**src/rtl/core/vzc_pkg.sv**
```systemverilog
// vzc_pkg: shared types, constants and magic tables for the vz cassette image converter
// used by vzc_front, vzc_queue, vzc_back and vz_to_cassette_image_converter
package vzc_pkg;

    localparam int MAGIC_LEN = 4;
    localparam int NLEN_W    = 6;
    localparam int Q_DEPTH   = 4;
    localparam int Q_AW      = 2;

    localparam logic [7:0] PREAMBLE_BYTE = 8'h80;
    localparam logic [7:0] LEADIN_BYTE   = 8'hFE;
    localparam logic [7:0] LEADIN_LEN    = 8'd5;
    localparam logic [7:0] TAIL_BYTE     = 8'h00;
    localparam logic [7:0] MAGIC_A_HI    = 8'h20;
    localparam logic [7:0] MAGIC_A_LO    = 8'h00;

    typedef enum logic [1:0] {
        K_ONE,
        K_HEAD,
        K_ADDR,
        K_DEND
    } t_kind;

    typedef struct packed {
        t_kind              kind;
        logic [7:0]         val;
        logic [7:0]         rep;
        logic               err;
        logic               last;
        logic [15:0]        w0;
        logic [15:0]        w1;
        logic [NLEN_W-1:0]  nlen;
    } t_cmd;

    typedef struct packed {
        logic [7:0] out_byte;
        logic [7:0] repeat_count;
        logic       format_error;
        logic       last_of_file;
    } t_res;

    function automatic logic [7:0] magic_a(input logic [1:0] idx);
        logic [7:0] r;
        case (idx)
            2'd0:    r = MAGIC_A_HI;
            2'd1:    r = MAGIC_A_HI;
            default: r = MAGIC_A_LO;
        endcase
        return r;
    endfunction

    function automatic logic [7:0] magic_b(input logic [1:0] idx);
        logic [7:0] r;
        case (idx)
            2'd0:    r = 8'h56;
            2'd1:    r = 8'h5a;
            2'd2:    r = 8'h46;
            default: r = 8'h30;
        endcase
        return r;
    endfunction

endpackage

```
**src/rtl/core/vz_to_cassette_image_converter.sv**
```systemverilog
// vz_to_cassette_image_converter: vz file in, cassette image (byte, repeat) words out
// an input word's command is queued, then expanded into the output register
// throughput: one input word per cycle while the queue has room; the back part sends one
// output word per cycle while the output is ready; type bytes give 6 + name length words,
// address-high and last data bytes 4 words each; name bytes wait on an unfinished header
// reset: synchronous active-low, clears parser state, file length, queue and output valid
module vz_to_cassette_image_converter #(
    parameter int NAME_BYTES   = 17,
    parameter int PREAMBLE_LEN = 128,
    parameter int TAIL_LEN     = 20
) (
    input  logic        i_clk,
    input  logic        i_rst_n,
    input  logic        i_cfg_wen,
    input  logic [16:0] i_cfg_wdata,       // file_length
    input  logic        i_s_axis_tvalid,
    output logic        o_s_axis_tready,
    input  logic [7:0]  i_s_axis_tdata,    // [7:0] data_byte
    output logic        o_m_axis_tvalid,
    input  logic        i_m_axis_tready,
    output logic [15:0] o_m_axis_tdata,    // [7:0] out_byte, [15:8] repeat_count
    output logic        o_m_axis_tuser,    // [0] format_error
    output logic        o_m_axis_tlast
);
    import vzc_pkg::*;

    localparam int NAW = (NAME_BYTES > 1) ? $clog2(NAME_BYTES) : 1;

    logic           push, full, empty, pop, head_done;
    t_cmd           cmd_in, cmd_out;
    logic [NAW-1:0] name_addr;
    logic [7:0]     name_data;
    t_res           res;

    vzc_front #(
        .NAME_BYTES   (NAME_BYTES),
        .PREAMBLE_LEN (PREAMBLE_LEN),
        .TAIL_LEN     (TAIL_LEN),
        .NAW          (NAW)
    ) u_front (
        .i_clk       (i_clk),
        .i_rst_n     (i_rst_n),
        .i_cfg_wen   (i_cfg_wen),
        .i_cfg_wdata (i_cfg_wdata),
        .i_valid     (i_s_axis_tvalid),
        .o_ready     (o_s_axis_tready),
        .i_byte      (i_s_axis_tdata),
        .o_push      (push),
        .o_cmd       (cmd_in),
        .i_full      (full),
        .i_head_done (head_done),
        .i_name_addr (name_addr),
        .o_name_data (name_data)
    );

    vzc_queue u_queue (
        .i_clk   (i_clk),
        .i_rst_n (i_rst_n),
        .i_push  (push),
        .i_cmd   (cmd_in),
        .i_pop   (pop),
        .o_cmd   (cmd_out),
        .o_full  (full),
        .o_empty (empty)
    );

    vzc_back #(
        .NAME_BYTES   (NAME_BYTES),
        .PREAMBLE_LEN (PREAMBLE_LEN),
        .TAIL_LEN     (TAIL_LEN),
        .NAW          (NAW)
    ) u_back (
        .i_clk       (i_clk),
        .i_rst_n     (i_rst_n),
        .i_cmd       (cmd_out),
        .i_empty     (empty),
        .o_pop       (pop),
        .o_head_done (head_done),
        .o_name_addr (name_addr),
        .i_name_data (name_data),
        .o_valid     (o_m_axis_tvalid),
        .i_ready     (i_m_axis_tready),
        .o_res       (res)
    );

    assign o_m_axis_tdata = {res.repeat_count, res.out_byte};
    assign o_m_axis_tuser = res.format_error;
    assign o_m_axis_tlast = res.last_of_file;

endmodule

```
**src/rtl/core/vzc_front.sv**
```systemverilog
// vzc_front: parses the incoming file, holds header state and the name buffer
// issues at most one command per input word into the queue; depends on vzc_pkg
module vzc_front #(
    parameter int NAME_BYTES   = 17,
    parameter int PREAMBLE_LEN = 128,
    parameter int TAIL_LEN     = 20,
    parameter int NAW          = (NAME_BYTES > 1) ? $clog2(NAME_BYTES) : 1
) (
    input  logic                  i_clk,
    input  logic                  i_rst_n,
    input  logic                  i_cfg_wen,
    input  logic [16:0]           i_cfg_wdata,
    input  logic                  i_valid,
    output logic                  o_ready,
    input  logic [7:0]            i_byte,
    output logic                  o_push,
    output vzc_pkg::t_cmd         o_cmd,
    input  logic                  i_full,
    input  logic                  i_head_done,
    input  logic [NAW-1:0]        i_name_addr,
    output logic [7:0]            o_name_data
);
    import vzc_pkg::*;

    localparam int TYPE_POS = MAGIC_LEN + NAME_BYTES;
    localparam int SLO_POS  = TYPE_POS + 1;
    localparam int SHI_POS  = TYPE_POS + 2;
    localparam int DATA_POS = TYPE_POS + 3;
    localparam int NLW      = $clog2(NAME_BYTES + 1);
    localparam logic [15:0] LEN_BASE  = 16'(PREAMBLE_LEN + 12 + TAIL_LEN);
    localparam logic [7:0]  WAIT_BASE = 8'(PREAMBLE_LEN + 9);

    logic [16:0]    r_file_length;
    logic [15:0]    r_prog_len;
    logic [16:0]    r_pos, n_pos;
    logic [NLW-1:0] r_name_len, n_name_len;
    logic           r_nul, n_nul;
    logic [1:0]     r_flags, n_flags;
    logic [15:0]    r_start, n_start;
    logic [15:0]    r_sum, n_sum;
    logic           r_discard, n_discard;
    logic           r_name_busy, n_name_busy;
    logic [7:0]     r_name [NAME_BYTES];

    logic        accept, is_last, in_name, restart, name_we, bad;
    logic [16:0] pos1, name_off;
    logic [1:0]  flags_new;
    logic [15:0] start_full, end_addr, sum_data;
    t_cmd        cmd;

    assign in_name  = (r_pos >= 17'(MAGIC_LEN)) && (r_pos < 17'(TYPE_POS));
    assign o_ready  = !i_full && !(r_name_busy && in_name);
    assign accept   = i_valid && o_ready;
    assign pos1     = r_pos + 17'd1;
    assign is_last  = ({1'b0, r_pos} + 18'd1) >= {1'b0, r_file_length};
    assign name_off = r_pos - 17'(MAGIC_LEN);
    assign flags_new = {r_flags[1] & (i_byte == magic_b(r_pos[1:0])),
                        r_flags[0] & (i_byte == magic_a(r_pos[1:0]))};
    assign start_full = {i_byte, r_start[7:0]};
    assign end_addr   = start_full + r_prog_len;
    assign sum_data   = r_sum + 16'(i_byte);
    assign o_name_data = r_name[i_name_addr];
    assign o_cmd = cmd;

    always_comb begin
        n_pos       = r_pos;
        n_name_len  = r_name_len;
        n_nul       = r_nul;
        n_flags     = r_flags;
        n_start     = r_start;
        n_sum       = r_sum;
        n_discard   = r_discard;
        n_name_busy = r_name_busy;
        restart     = 1'b0;
        name_we     = 1'b0;
        bad         = 1'b0;
        o_push      = 1'b0;
        cmd         = '0;
        cmd.kind    = K_ONE;
        cmd.rep     = 8'd1;
        if (i_head_done) begin
            n_name_busy = 1'b0;
        end
        if (accept) begin
            if (r_discard) begin
                if (is_last) begin
                    restart = 1'b1;
                end else begin
                    n_pos = pos1;
                end
            end else if (r_pos < 17'(MAGIC_LEN)) begin
                bad = ((r_pos == '0) && (r_file_length <= 17'(DATA_POS)))
                      || (flags_new == 2'b00);
                if (bad) begin
                    o_push     = 1'b1;
                    cmd.val    = 8'd0;
                    cmd.rep    = 8'd0;
                    cmd.err    = 1'b1;
                    cmd.last   = 1'b1;
                    if (is_last) begin
                        restart = 1'b1;
                    end else begin
                        n_discard = 1'b1;
                        n_pos     = pos1;
                    end
                end else begin
                    n_flags = flags_new;
                    n_pos   = pos1;
                end
            end else if (r_pos < 17'(TYPE_POS)) begin
                name_we = 1'b1;
                if (!r_nul) begin
                    n_name_len = r_name_len + NLW'(1);
                    if (i_byte == 8'd0) begin
                        n_nul = 1'b1;
                    end
                end
                n_pos = pos1;
            end else if (r_pos == 17'(TYPE_POS)) begin
                o_push      = 1'b1;
                cmd.kind    = K_HEAD;
                cmd.val     = i_byte;
                cmd.w0      = LEN_BASE + 16'(r_name_len) + r_prog_len;
                cmd.w1      = {8'd0, WAIT_BASE + 8'(r_name_len)};
                cmd.nlen    = NLEN_W'(r_name_len);
                n_name_busy = 1'b1;
                n_pos       = pos1;
            end else if (r_pos == 17'(SLO_POS)) begin
                n_start = {8'd0, i_byte};
                n_sum   = sum_data;
                n_pos   = pos1;
            end else if (r_pos == 17'(SHI_POS)) begin
                o_push   = 1'b1;
                cmd.kind = K_ADDR;
                cmd.w0   = start_full;
                cmd.w1   = end_addr;
                n_start  = start_full;
                n_sum    = sum_data + 16'(end_addr[7:0]) + 16'(end_addr[15:8]);
                n_pos    = pos1;
            end else begin
                o_push  = 1'b1;
                cmd.val = i_byte;
                if (is_last) begin
                    cmd.kind = K_DEND;
                    cmd.w0   = sum_data;
                    restart  = 1'b1;
                end else begin
                    n_sum = sum_data;
                    n_pos = pos1;
                end
            end
        end
        if (restart) begin
            n_pos      = '0;
            n_name_len = '0;
            n_nul      = 1'b0;
            n_flags    = 2'b11;
            n_start    = '0;
            n_sum      = '0;
            n_discard  = 1'b0;
        end
    end

    always_ff @(posedge i_clk) begin
        if (!i_rst_n) begin
            r_file_length <= '0;
            r_prog_len    <= 16'(17'd0 - 17'(DATA_POS));
            r_pos         <= '0;
            r_name_len    <= '0;
            r_nul         <= 1'b0;
            r_flags       <= 2'b11;
            r_start       <= '0;
            r_sum         <= '0;
            r_discard     <= 1'b0;
            r_name_busy   <= 1'b0;
        end else begin
            if (i_cfg_wen) begin
                r_file_length <= i_cfg_wdata;
                r_prog_len    <= 16'(i_cfg_wdata - 17'(DATA_POS));
            end
            r_pos       <= n_pos;
            r_name_len  <= n_name_len;
            r_nul       <= n_nul;
            r_flags     <= n_flags;
            r_start     <= n_start;
            r_sum       <= n_sum;
            r_discard   <= n_discard;
            r_name_busy <= n_name_busy;
        end
    end

    always_ff @(posedge i_clk) begin
        if (name_we) begin
            r_name[name_off[NAW-1:0]] <= i_byte;
        end
    end

endmodule

```
**src/rtl/core/vzc_queue.sv**
```systemverilog
// vzc_queue: short command queue between the front and back parts
// depends on vzc_pkg
module vzc_queue (
    input  logic          i_clk,
    input  logic          i_rst_n,
    input  logic          i_push,
    input  vzc_pkg::t_cmd i_cmd,
    input  logic          i_pop,
    output vzc_pkg::t_cmd o_cmd,
    output logic          o_full,
    output logic          o_empty
);
    import vzc_pkg::*;

    t_cmd          r_mem [Q_DEPTH];
    logic [Q_AW-1:0] r_wr, r_rd;
    logic [Q_AW:0]   r_cnt;
    logic            do_push, do_pop;

    assign o_full  = (r_cnt == (Q_AW+1)'(Q_DEPTH));
    assign o_empty = (r_cnt == '0);
    assign do_push = i_push && !o_full;
    assign do_pop  = i_pop && !o_empty;
    assign o_cmd   = r_mem[r_rd];

    always_ff @(posedge i_clk) begin
        if (!i_rst_n) begin
            r_wr  <= '0;
            r_rd  <= '0;
            r_cnt <= '0;
        end else begin
            if (do_push) begin
                r_wr <= r_wr + Q_AW'(1);
            end
            if (do_pop) begin
                r_rd <= r_rd + Q_AW'(1);
            end
            if (do_push && !do_pop) begin
                r_cnt <= r_cnt + (Q_AW+1)'(1);
            end else if (do_pop && !do_push) begin
                r_cnt <= r_cnt - (Q_AW+1)'(1);
            end
        end
    end

    always_ff @(posedge i_clk) begin
        if (do_push) begin
            r_mem[r_wr] <= i_cmd;
        end
    end

endmodule

```
**src/rtl/core/vzc_back.sv**
```systemverilog
// vzc_back: expands queued commands into (byte, repeat) output words
// holds the output register; reads the name buffer in vzc_front; depends on vzc_pkg
module vzc_back #(
    parameter int NAME_BYTES   = 17,
    parameter int PREAMBLE_LEN = 128,
    parameter int TAIL_LEN     = 20,
    parameter int NAW          = (NAME_BYTES > 1) ? $clog2(NAME_BYTES) : 1
) (
    input  logic           i_clk,
    input  logic           i_rst_n,
    input  vzc_pkg::t_cmd  i_cmd,
    input  logic           i_empty,
    output logic           o_pop,
    output logic           o_head_done,
    output logic [NAW-1:0] o_name_addr,
    input  logic [7:0]     i_name_data,
    output logic           o_valid,
    input  logic           i_ready,
    output vzc_pkg::t_res  o_res
);
    import vzc_pkg::*;

    localparam int SW = $clog2(NAME_BYTES + 6);
    localparam logic [SW-1:0] HS_LEN_LO = SW'(0);
    localparam logic [SW-1:0] HS_LEN_HI = SW'(1);
    localparam logic [SW-1:0] HS_WAIT   = SW'(2);
    localparam logic [SW-1:0] HS_PRE    = SW'(3);
    localparam logic [SW-1:0] HS_LEADIN = SW'(4);
    localparam logic [SW-1:0] HS_TYPE   = SW'(5);
    localparam logic [SW-1:0] HS_NAME   = SW'(6);

    logic [SW-1:0] r_step;
    logic          r_valid;
    t_res          r_res;
    t_res          res;
    logic          final_step, advance;
    logic [SW-1:0] name_idx;

    assign advance     = !i_empty && (!r_valid || i_ready);
    assign o_pop       = advance && final_step;
    assign o_head_done = o_pop && (i_cmd.kind == K_HEAD);
    assign name_idx    = r_step - HS_NAME;
    assign o_name_addr = name_idx[NAW-1:0];
    assign o_valid     = r_valid;
    assign o_res       = r_res;

    always_comb begin
        res              = '0;
        res.repeat_count = 8'd1;
        final_step       = 1'b0;
        case (i_cmd.kind)
            K_ONE: begin
                res.out_byte     = i_cmd.val;
                res.repeat_count = i_cmd.rep;
                res.format_error = i_cmd.err;
                res.last_of_file = i_cmd.last;
                final_step       = 1'b1;
            end
            K_HEAD: begin
                case (r_step)
                    HS_LEN_LO: res.out_byte = i_cmd.w0[7:0];
                    HS_LEN_HI: res.out_byte = i_cmd.w0[15:8];
                    HS_WAIT:   res.out_byte = i_cmd.w1[7:0];
                    HS_PRE: begin
                        res.out_byte     = PREAMBLE_BYTE;
                        res.repeat_count = 8'(PREAMBLE_LEN);
                    end
                    HS_LEADIN: begin
                        res.out_byte     = LEADIN_BYTE;
                        res.repeat_count = LEADIN_LEN;
                    end
                    HS_TYPE:   res.out_byte = i_cmd.val;
                    default:   res.out_byte = i_name_data;
                endcase
                final_step = (7'(r_step) == 7'(HS_TYPE) + 7'(i_cmd.nlen));
            end
            K_ADDR: begin
                case (r_step[1:0])
                    2'd0:    res.out_byte = i_cmd.w0[7:0];
                    2'd1:    res.out_byte = i_cmd.w0[15:8];
                    2'd2:    res.out_byte = i_cmd.w1[7:0];
                    default: res.out_byte = i_cmd.w1[15:8];
                endcase
                final_step = (r_step == SW'(3));
            end
            K_DEND: begin
                case (r_step[1:0])
                    2'd0:    res.out_byte = i_cmd.val;
                    2'd1:    res.out_byte = i_cmd.w0[7:0];
                    2'd2:    res.out_byte = i_cmd.w0[15:8];
                    default: begin
                        res.out_byte     = TAIL_BYTE;
                        res.repeat_count = 8'(TAIL_LEN);
                        res.last_of_file = 1'b1;
                    end
                endcase
                final_step = (r_step == SW'(3));
            end
            default: begin
                final_step = 1'b1;
            end
        endcase
    end

    always_ff @(posedge i_clk) begin
        if (!i_rst_n) begin
            r_step  <= '0;
            r_valid <= 1'b0;
        end else begin
            if (advance) begin
                r_valid <= 1'b1;
                if (final_step) begin
                    r_step <= '0;
                end else begin
                    r_step <= r_step + SW'(1);
                end
            end else if (i_ready) begin
                r_valid <= 1'b0;
            end
        end
    end

    always_ff @(posedge i_clk) begin
        if (advance) begin
            r_res <= res;
        end
    end

endmodule

```
**config.mk**
```make
export PLATFORM = sky130hd
export DESIGN_NAME = vz_to_cassette_image_converter
export DESIGN_NICKNAME = d
export VERILOG_FILES = /design/src/rtl/core/vzc_pkg.sv /design/src/rtl/core/vz_to_cassette_image_converter.sv /design/src/rtl/core/vzc_front.sv /design/src/rtl/core/vzc_queue.sv /design/src/rtl/core/vzc_back.sv
export SDC_FILE = /design/constraint.sdc
export NUM_CORES = 1
export LEC_CHECK = 0
export BUFFER_PORTS_ARGS = -buffer_cell sky130_fd_sc_hd__buf_2
export CORE_ASPECT_RATIO = 0.5
export CORE_MARGIN = 5
export CORE_UTILIZATION = 25
export CTS_CLUSTER_SIZE = 30
export DETAILED_ROUTE_END_ITERATION = 16
export SYNTH_ARGS = -nofsm -noshare
export SYNTH_HDL_FRONTEND = slang
export SYNTH_SLANG_ARGS = --single-unit
```
**constraint.sdc**
```tcl
create_clock -name i_clk -period 8.7 [get_ports i_clk]
set_input_delay 1.305 -clock i_clk [delete_from_list [all_inputs] [get_ports i_clk]]
set_output_delay 1.305 -clock i_clk [all_outputs]
set_load 0.01 [all_outputs]
```
==> flow_summary.rst <==
.. list-table::
   :header-rows: 1

   * - Metric
     - Value
   * - Number of buffers inserted by post-CTS setup repair
     - 0
   * - DRC violation count after routing
     - 0
   * - Final cell count without fillers
     - 2,939
   * - EDFF count, synth
     - 346
   * - Part of the total power dissipated in combinational logic
     - 23.9%
   * - Wire length of the first global-routing pass
     - 84,900 um
   * - Pin count of the biggest net entering global routing
     - 50
   * - Shortest clock period the worst path allows after layout
     - 5579 ps
   * - Area of the mapped netlist
     - 21,850 um2
   * - Final weighted congestion in routability-driven placement
     - 0.8645
   * - Area taken by flip-flops and latches
     - 12,320 um2
   * - Die Footprint
     - 93,750 um2
   * - Fmax
     - 179.2 MHz
   * - PortBufs
     - 45
   * - Drt first pass iters
     - 10
   * - Global route total overflow
     - 0
   * - Setup Viol. Count Final
     - 0
   * - Clock buffer count from CTS
     - 47
   * - Leakage
     - 8.433 nW
   * - Relative contribution of sequential cells to total power
     - 42.6%
   * - Power spent charging and discharging nets
     - 1.763 mW
   * - Share of async-settable or async-resettable flops after synthesis
     - 0%
   * - Final setup TNS
     - 0 ps
   * - Fraction of layout cells with a size suffix above 1
     - 14.29%
   * - Row count
     - 76
   * - Internal power contribution
     - 4.180 mW
   * - Net Sw Frac
     - 29.66%
   * - H-tree levels
     - 2
   * - Number of buffers on the longest clock path
     - 3
   * - Antenna violations before repair
     - 7
   * - Vias per std cell
     - 4.749
   * - Path class of the lowest-slack min-delay path
     - flip-flop to flip-flop
   * - Final Hold Viols
     - 0
   * - Fin. max-slew vios
     - 0
   * - Gate Count Post-Synth
     - 1,696
   * - Number of I/O pins
     - 50
   * - Max VDD drop
     - 0.0001617 V
   * - CP required
     - 8980 ps
   * - TritonCTS clock tree
     - yes
   * - Final Routed Wirelength
     - 55,630 um
   * - Placeable core region
     - 86,340 um2
   * - Number of sinks on the clock net
     - 442
   * - Sort of element at the start of the critical path
     - flip-flop
   * - Clock transition at the registers of the reported paths
     - 60 ps
   * - Arrival time of data at the critical path endpoint
     - 5860 ps
   * - Die height
     - 219.0 um
   * - Clock latency of the later-clocked register in the worst-skew pair
     - 610 ps
   * - Avg WL per Cell
     - 18.93 um
   * - Placed Cells
     - 2,846
   * - HPWL Detailed
     - 38,120 um
   * - Multi-input combinational cell area
     - 8957 um2
   * - Post-Synthesis Mean Instance Area
     - 12.88 um2
   * - Max-Cap Viols
     - 0
   * - Number of antenna-violating nets in the routed design
     - 0
   * - Total routing usage reported by global routing
     - 11.61%
   * - Slew at the pin closest to its max-slew limit
     - 1133 ps
   * - Filler cell count in the final layout
     - 8,858
   * - Post-Route Skew
     - 66.33 ps
   * - Synth cell types
     - 81
   * - Initial detailed-routing violation count
     - 1,278
   * - Count of vias placed by the detailed router
     - 13,957
   * - Post-CTS sizing
     - 0
   * - Part of the Yosys area used for sequential elements
     - 56.36%
   * - Number of warnings printed during yosys synthesis
     - 0
   * - Share of power burned in the clock network
     - 33.5%
   * - Chip width
     - 428.1 um
   * - Vias in the first global route
     - 13,629
   * - Synth Register Bits
     - 442
   * - NumNets Final
     - 1,847
   * - RSZ-0062 raised after global routing
     - no
   * - Area growth from synthesis to layout
     - 14.00%
   * - Most used flip-flop cell after synthesis
     - sky130_fd_sc_hd__edfxtp_1
   * - Crit path capture type
     - flip-flop
   * - Worst rel slew slack
     - 24.05%
   * - Effective utilization at floorplan
     - 25.30%
   * - Ratio of final minimum period to clock period
     - 64.13%
   * - CTS root buf
     - sky130_fd_sc_hd__clkbuf_16
   * - Critical path fanouts, max
     - 13
   * - Startpoint-to-endpoint class of the critical path
     - flip-flop to flip-flop
   * - Run status
     - finished, final reports clean
   * - Total power divided by cell area
     - 238.6 nW/um2
   * - Number of buffers added to fix hold violations after cts
     - 0
-- stage by stage --
step | utilization, % | setup WS (ps) | hold WS (ps) | area (um2) | total power, mW
5_1_grt | 28.84 | 2730 | 478.8 | 24900 | 6.234
4_1_cts | 28.83 | 3262 | 460.5 | 24890 | 6.005
3_3_place_gp | 27.02 | 2993 | 438.8 | 23330 | 4.000
3_5_place_dp | 27.02 | 2957 | 443.6 | 23330 | 4.018
6_report | 28.84 | 3121 | 460.8 | 24900 | 5.943
2_1_floorplan | - | 3832 | 427.2 | 21860 | 3.573
-- worst max-delay path: stages, from the launching register on --
cell,delay [ps]
sky130_fd_sc_hd__dfxtp_1,460
sky130_fd_sc_hd__ha_1,590
sky130_fd_sc_hd__nand2_1,210
sky130_fd_sc_hd__nor2_1,150
sky130_fd_sc_hd__nand3_1,170
sky130_fd_sc_hd__nor2_1,200
sky130_fd_sc_hd__and3_1,260
sky130_fd_sc_hd__nand3_1,150
sky130_fd_sc_hd__xnor2_1,160
sky130_fd_sc_hd__ha_1,290
sky130_fd_sc_hd__nand3_1,100
sky130_fd_sc_hd__o221ai_1,170
sky130_fd_sc_hd__a21o_1,150
sky130_fd_sc_hd__a221o_1,180
sky130_fd_sc_hd__nor2_1,140
sky130_fd_sc_hd__nor2b_1,830
sky130_fd_sc_hd__a22oi_1,230
sky130_fd_sc_hd__a211oi_1,810
-- worst paths after layout --
check	slack [ps]	to	start	cells past startpoint
worst max-delay path	3120	u_queue.r_mem[1][24]	u_front.r_pos[0]	17
worst min-delay path	460	u_front.r_nul	u_front.r_nul	2
worst min register to register	460	u_front.r_nul	u_front.r_nul	2
worst max register to register	3120	u_queue.r_mem[1][24]	u_front.r_pos[0]	17
-- Yosys cell counts, types with 45 or more instances --
library cell               count  area [um2]
sky130_fd_sc_hd__clkbuf_1     53       198.9
sky130_fd_sc_hd__xnor2_1      71       621.9
sky130_fd_sc_hd__o21ai_0      66       330.3
sky130_fd_sc_hd__nor2_1      130       488.0
sky130_fd_sc_hd__mux4_2       88        1982
sky130_fd_sc_hd__dfxtp_1      96        1922
sky130_fd_sc_hd__nand2_1     117       439.2
sky130_fd_sc_hd__edfxtp_1    346       10390
sky130_fd_sc_hd__nand3_1      45       225.2
sky130_fd_sc_hd__a21oi_1      68       340.3
sky130_fd_sc_hd__inv_1        70       262.8
sky130_fd_sc_hd__ha_1         79       988.5
-- cells in the final DEF (no fill, tap or decap), drive strengths merged, types with 26 or more instances in the layout --
| cell | n |
|---|---|
| clkbuf | 66 |
| a21oi | 68 |
| nor2b | 31 |
| buf | 59 |
| xnor2 | 71 |
| nand2 | 119 |
| nor3 | 37 |
| mux2i | 36 |
| ha | 79 |
| mux4 | 88 |
| nand3 | 46 |
| o21ai | 71 |
| xor2 | 39 |
| nor2 | 132 |
| dfxtp | 96 |
| edfxtp | 346 |
| a211oi | 29 |
| inv | 72 |
| or3 | 26 |
-- sequential cells by signal, summed over array words and instances, names as in the netlist, named ones only --
register / flops
u_back.o_res: 14
u_back.o_valid: 1
u_back.r_step: 5
u_front.r_discard: 1
u_front.r_file_length: 14
u_front.r_flags: 2
u_front.r_name: 136
u_front.r_name_busy: 1
u_front.r_name_len: 5
u_front.r_nul: 1
u_front.r_pos: 17
u_front.r_prog_len: 16
u_front.r_start: 8
u_front.r_sum: 16
u_queue.r_cnt: 3
u_queue.r_mem: 196
u_queue.r_rd: 2
u_queue.r_wr: 2
-- kinds of logic after synthesis --
kind of cell	share of synthesized area, %
flip-flops	56.36
multiplexers	10.82
other	0.01717
buffers and inverters	2.841
AO/OA/AOI/OAI	8.671
adder cells (fa/ha/maj)	5.716
XOR/XNOR	4.410
AND/OR/NAND/NOR	11.16
-- cell type report --
cell class,instances,area share (%)
Sequential cell,442,49.46
Multi-Input combinational cell,1105,35.97
Tap cell,1170,5.878
Clock buffer,66,5.310
Timing Repair Buffer,59,1.326
Inverter,70,1.055
Clock inverter,22,0.9496
Antenna cell,5,0.05024
-- power groups by stage --
stage                     Sequential [mW]  Clock, mW  Combinational (mW)
after detailed placement             2.58          0                1.44
after global placement               2.57          0                1.43
final                                2.53       1.99                1.42
after global routing                 2.55       2.13                1.56
after CTS                            2.54       2.03                1.44
after floorplan                      2.56          0                1.01
-- metal layers --
layer | vias up | GRT usage [%] | routed length [um]
met2 | 437 | 18.55 | 25230
li1 | 6455 | - | -
met4 | 4 | 4.235 | 1942
met3 | 105 | 1.769 | 3307
met5 | - | 0 | 23
met1 | 6956 | 16.07 | 25130
No activity file was read; power rests on OpenSTA's default activity.
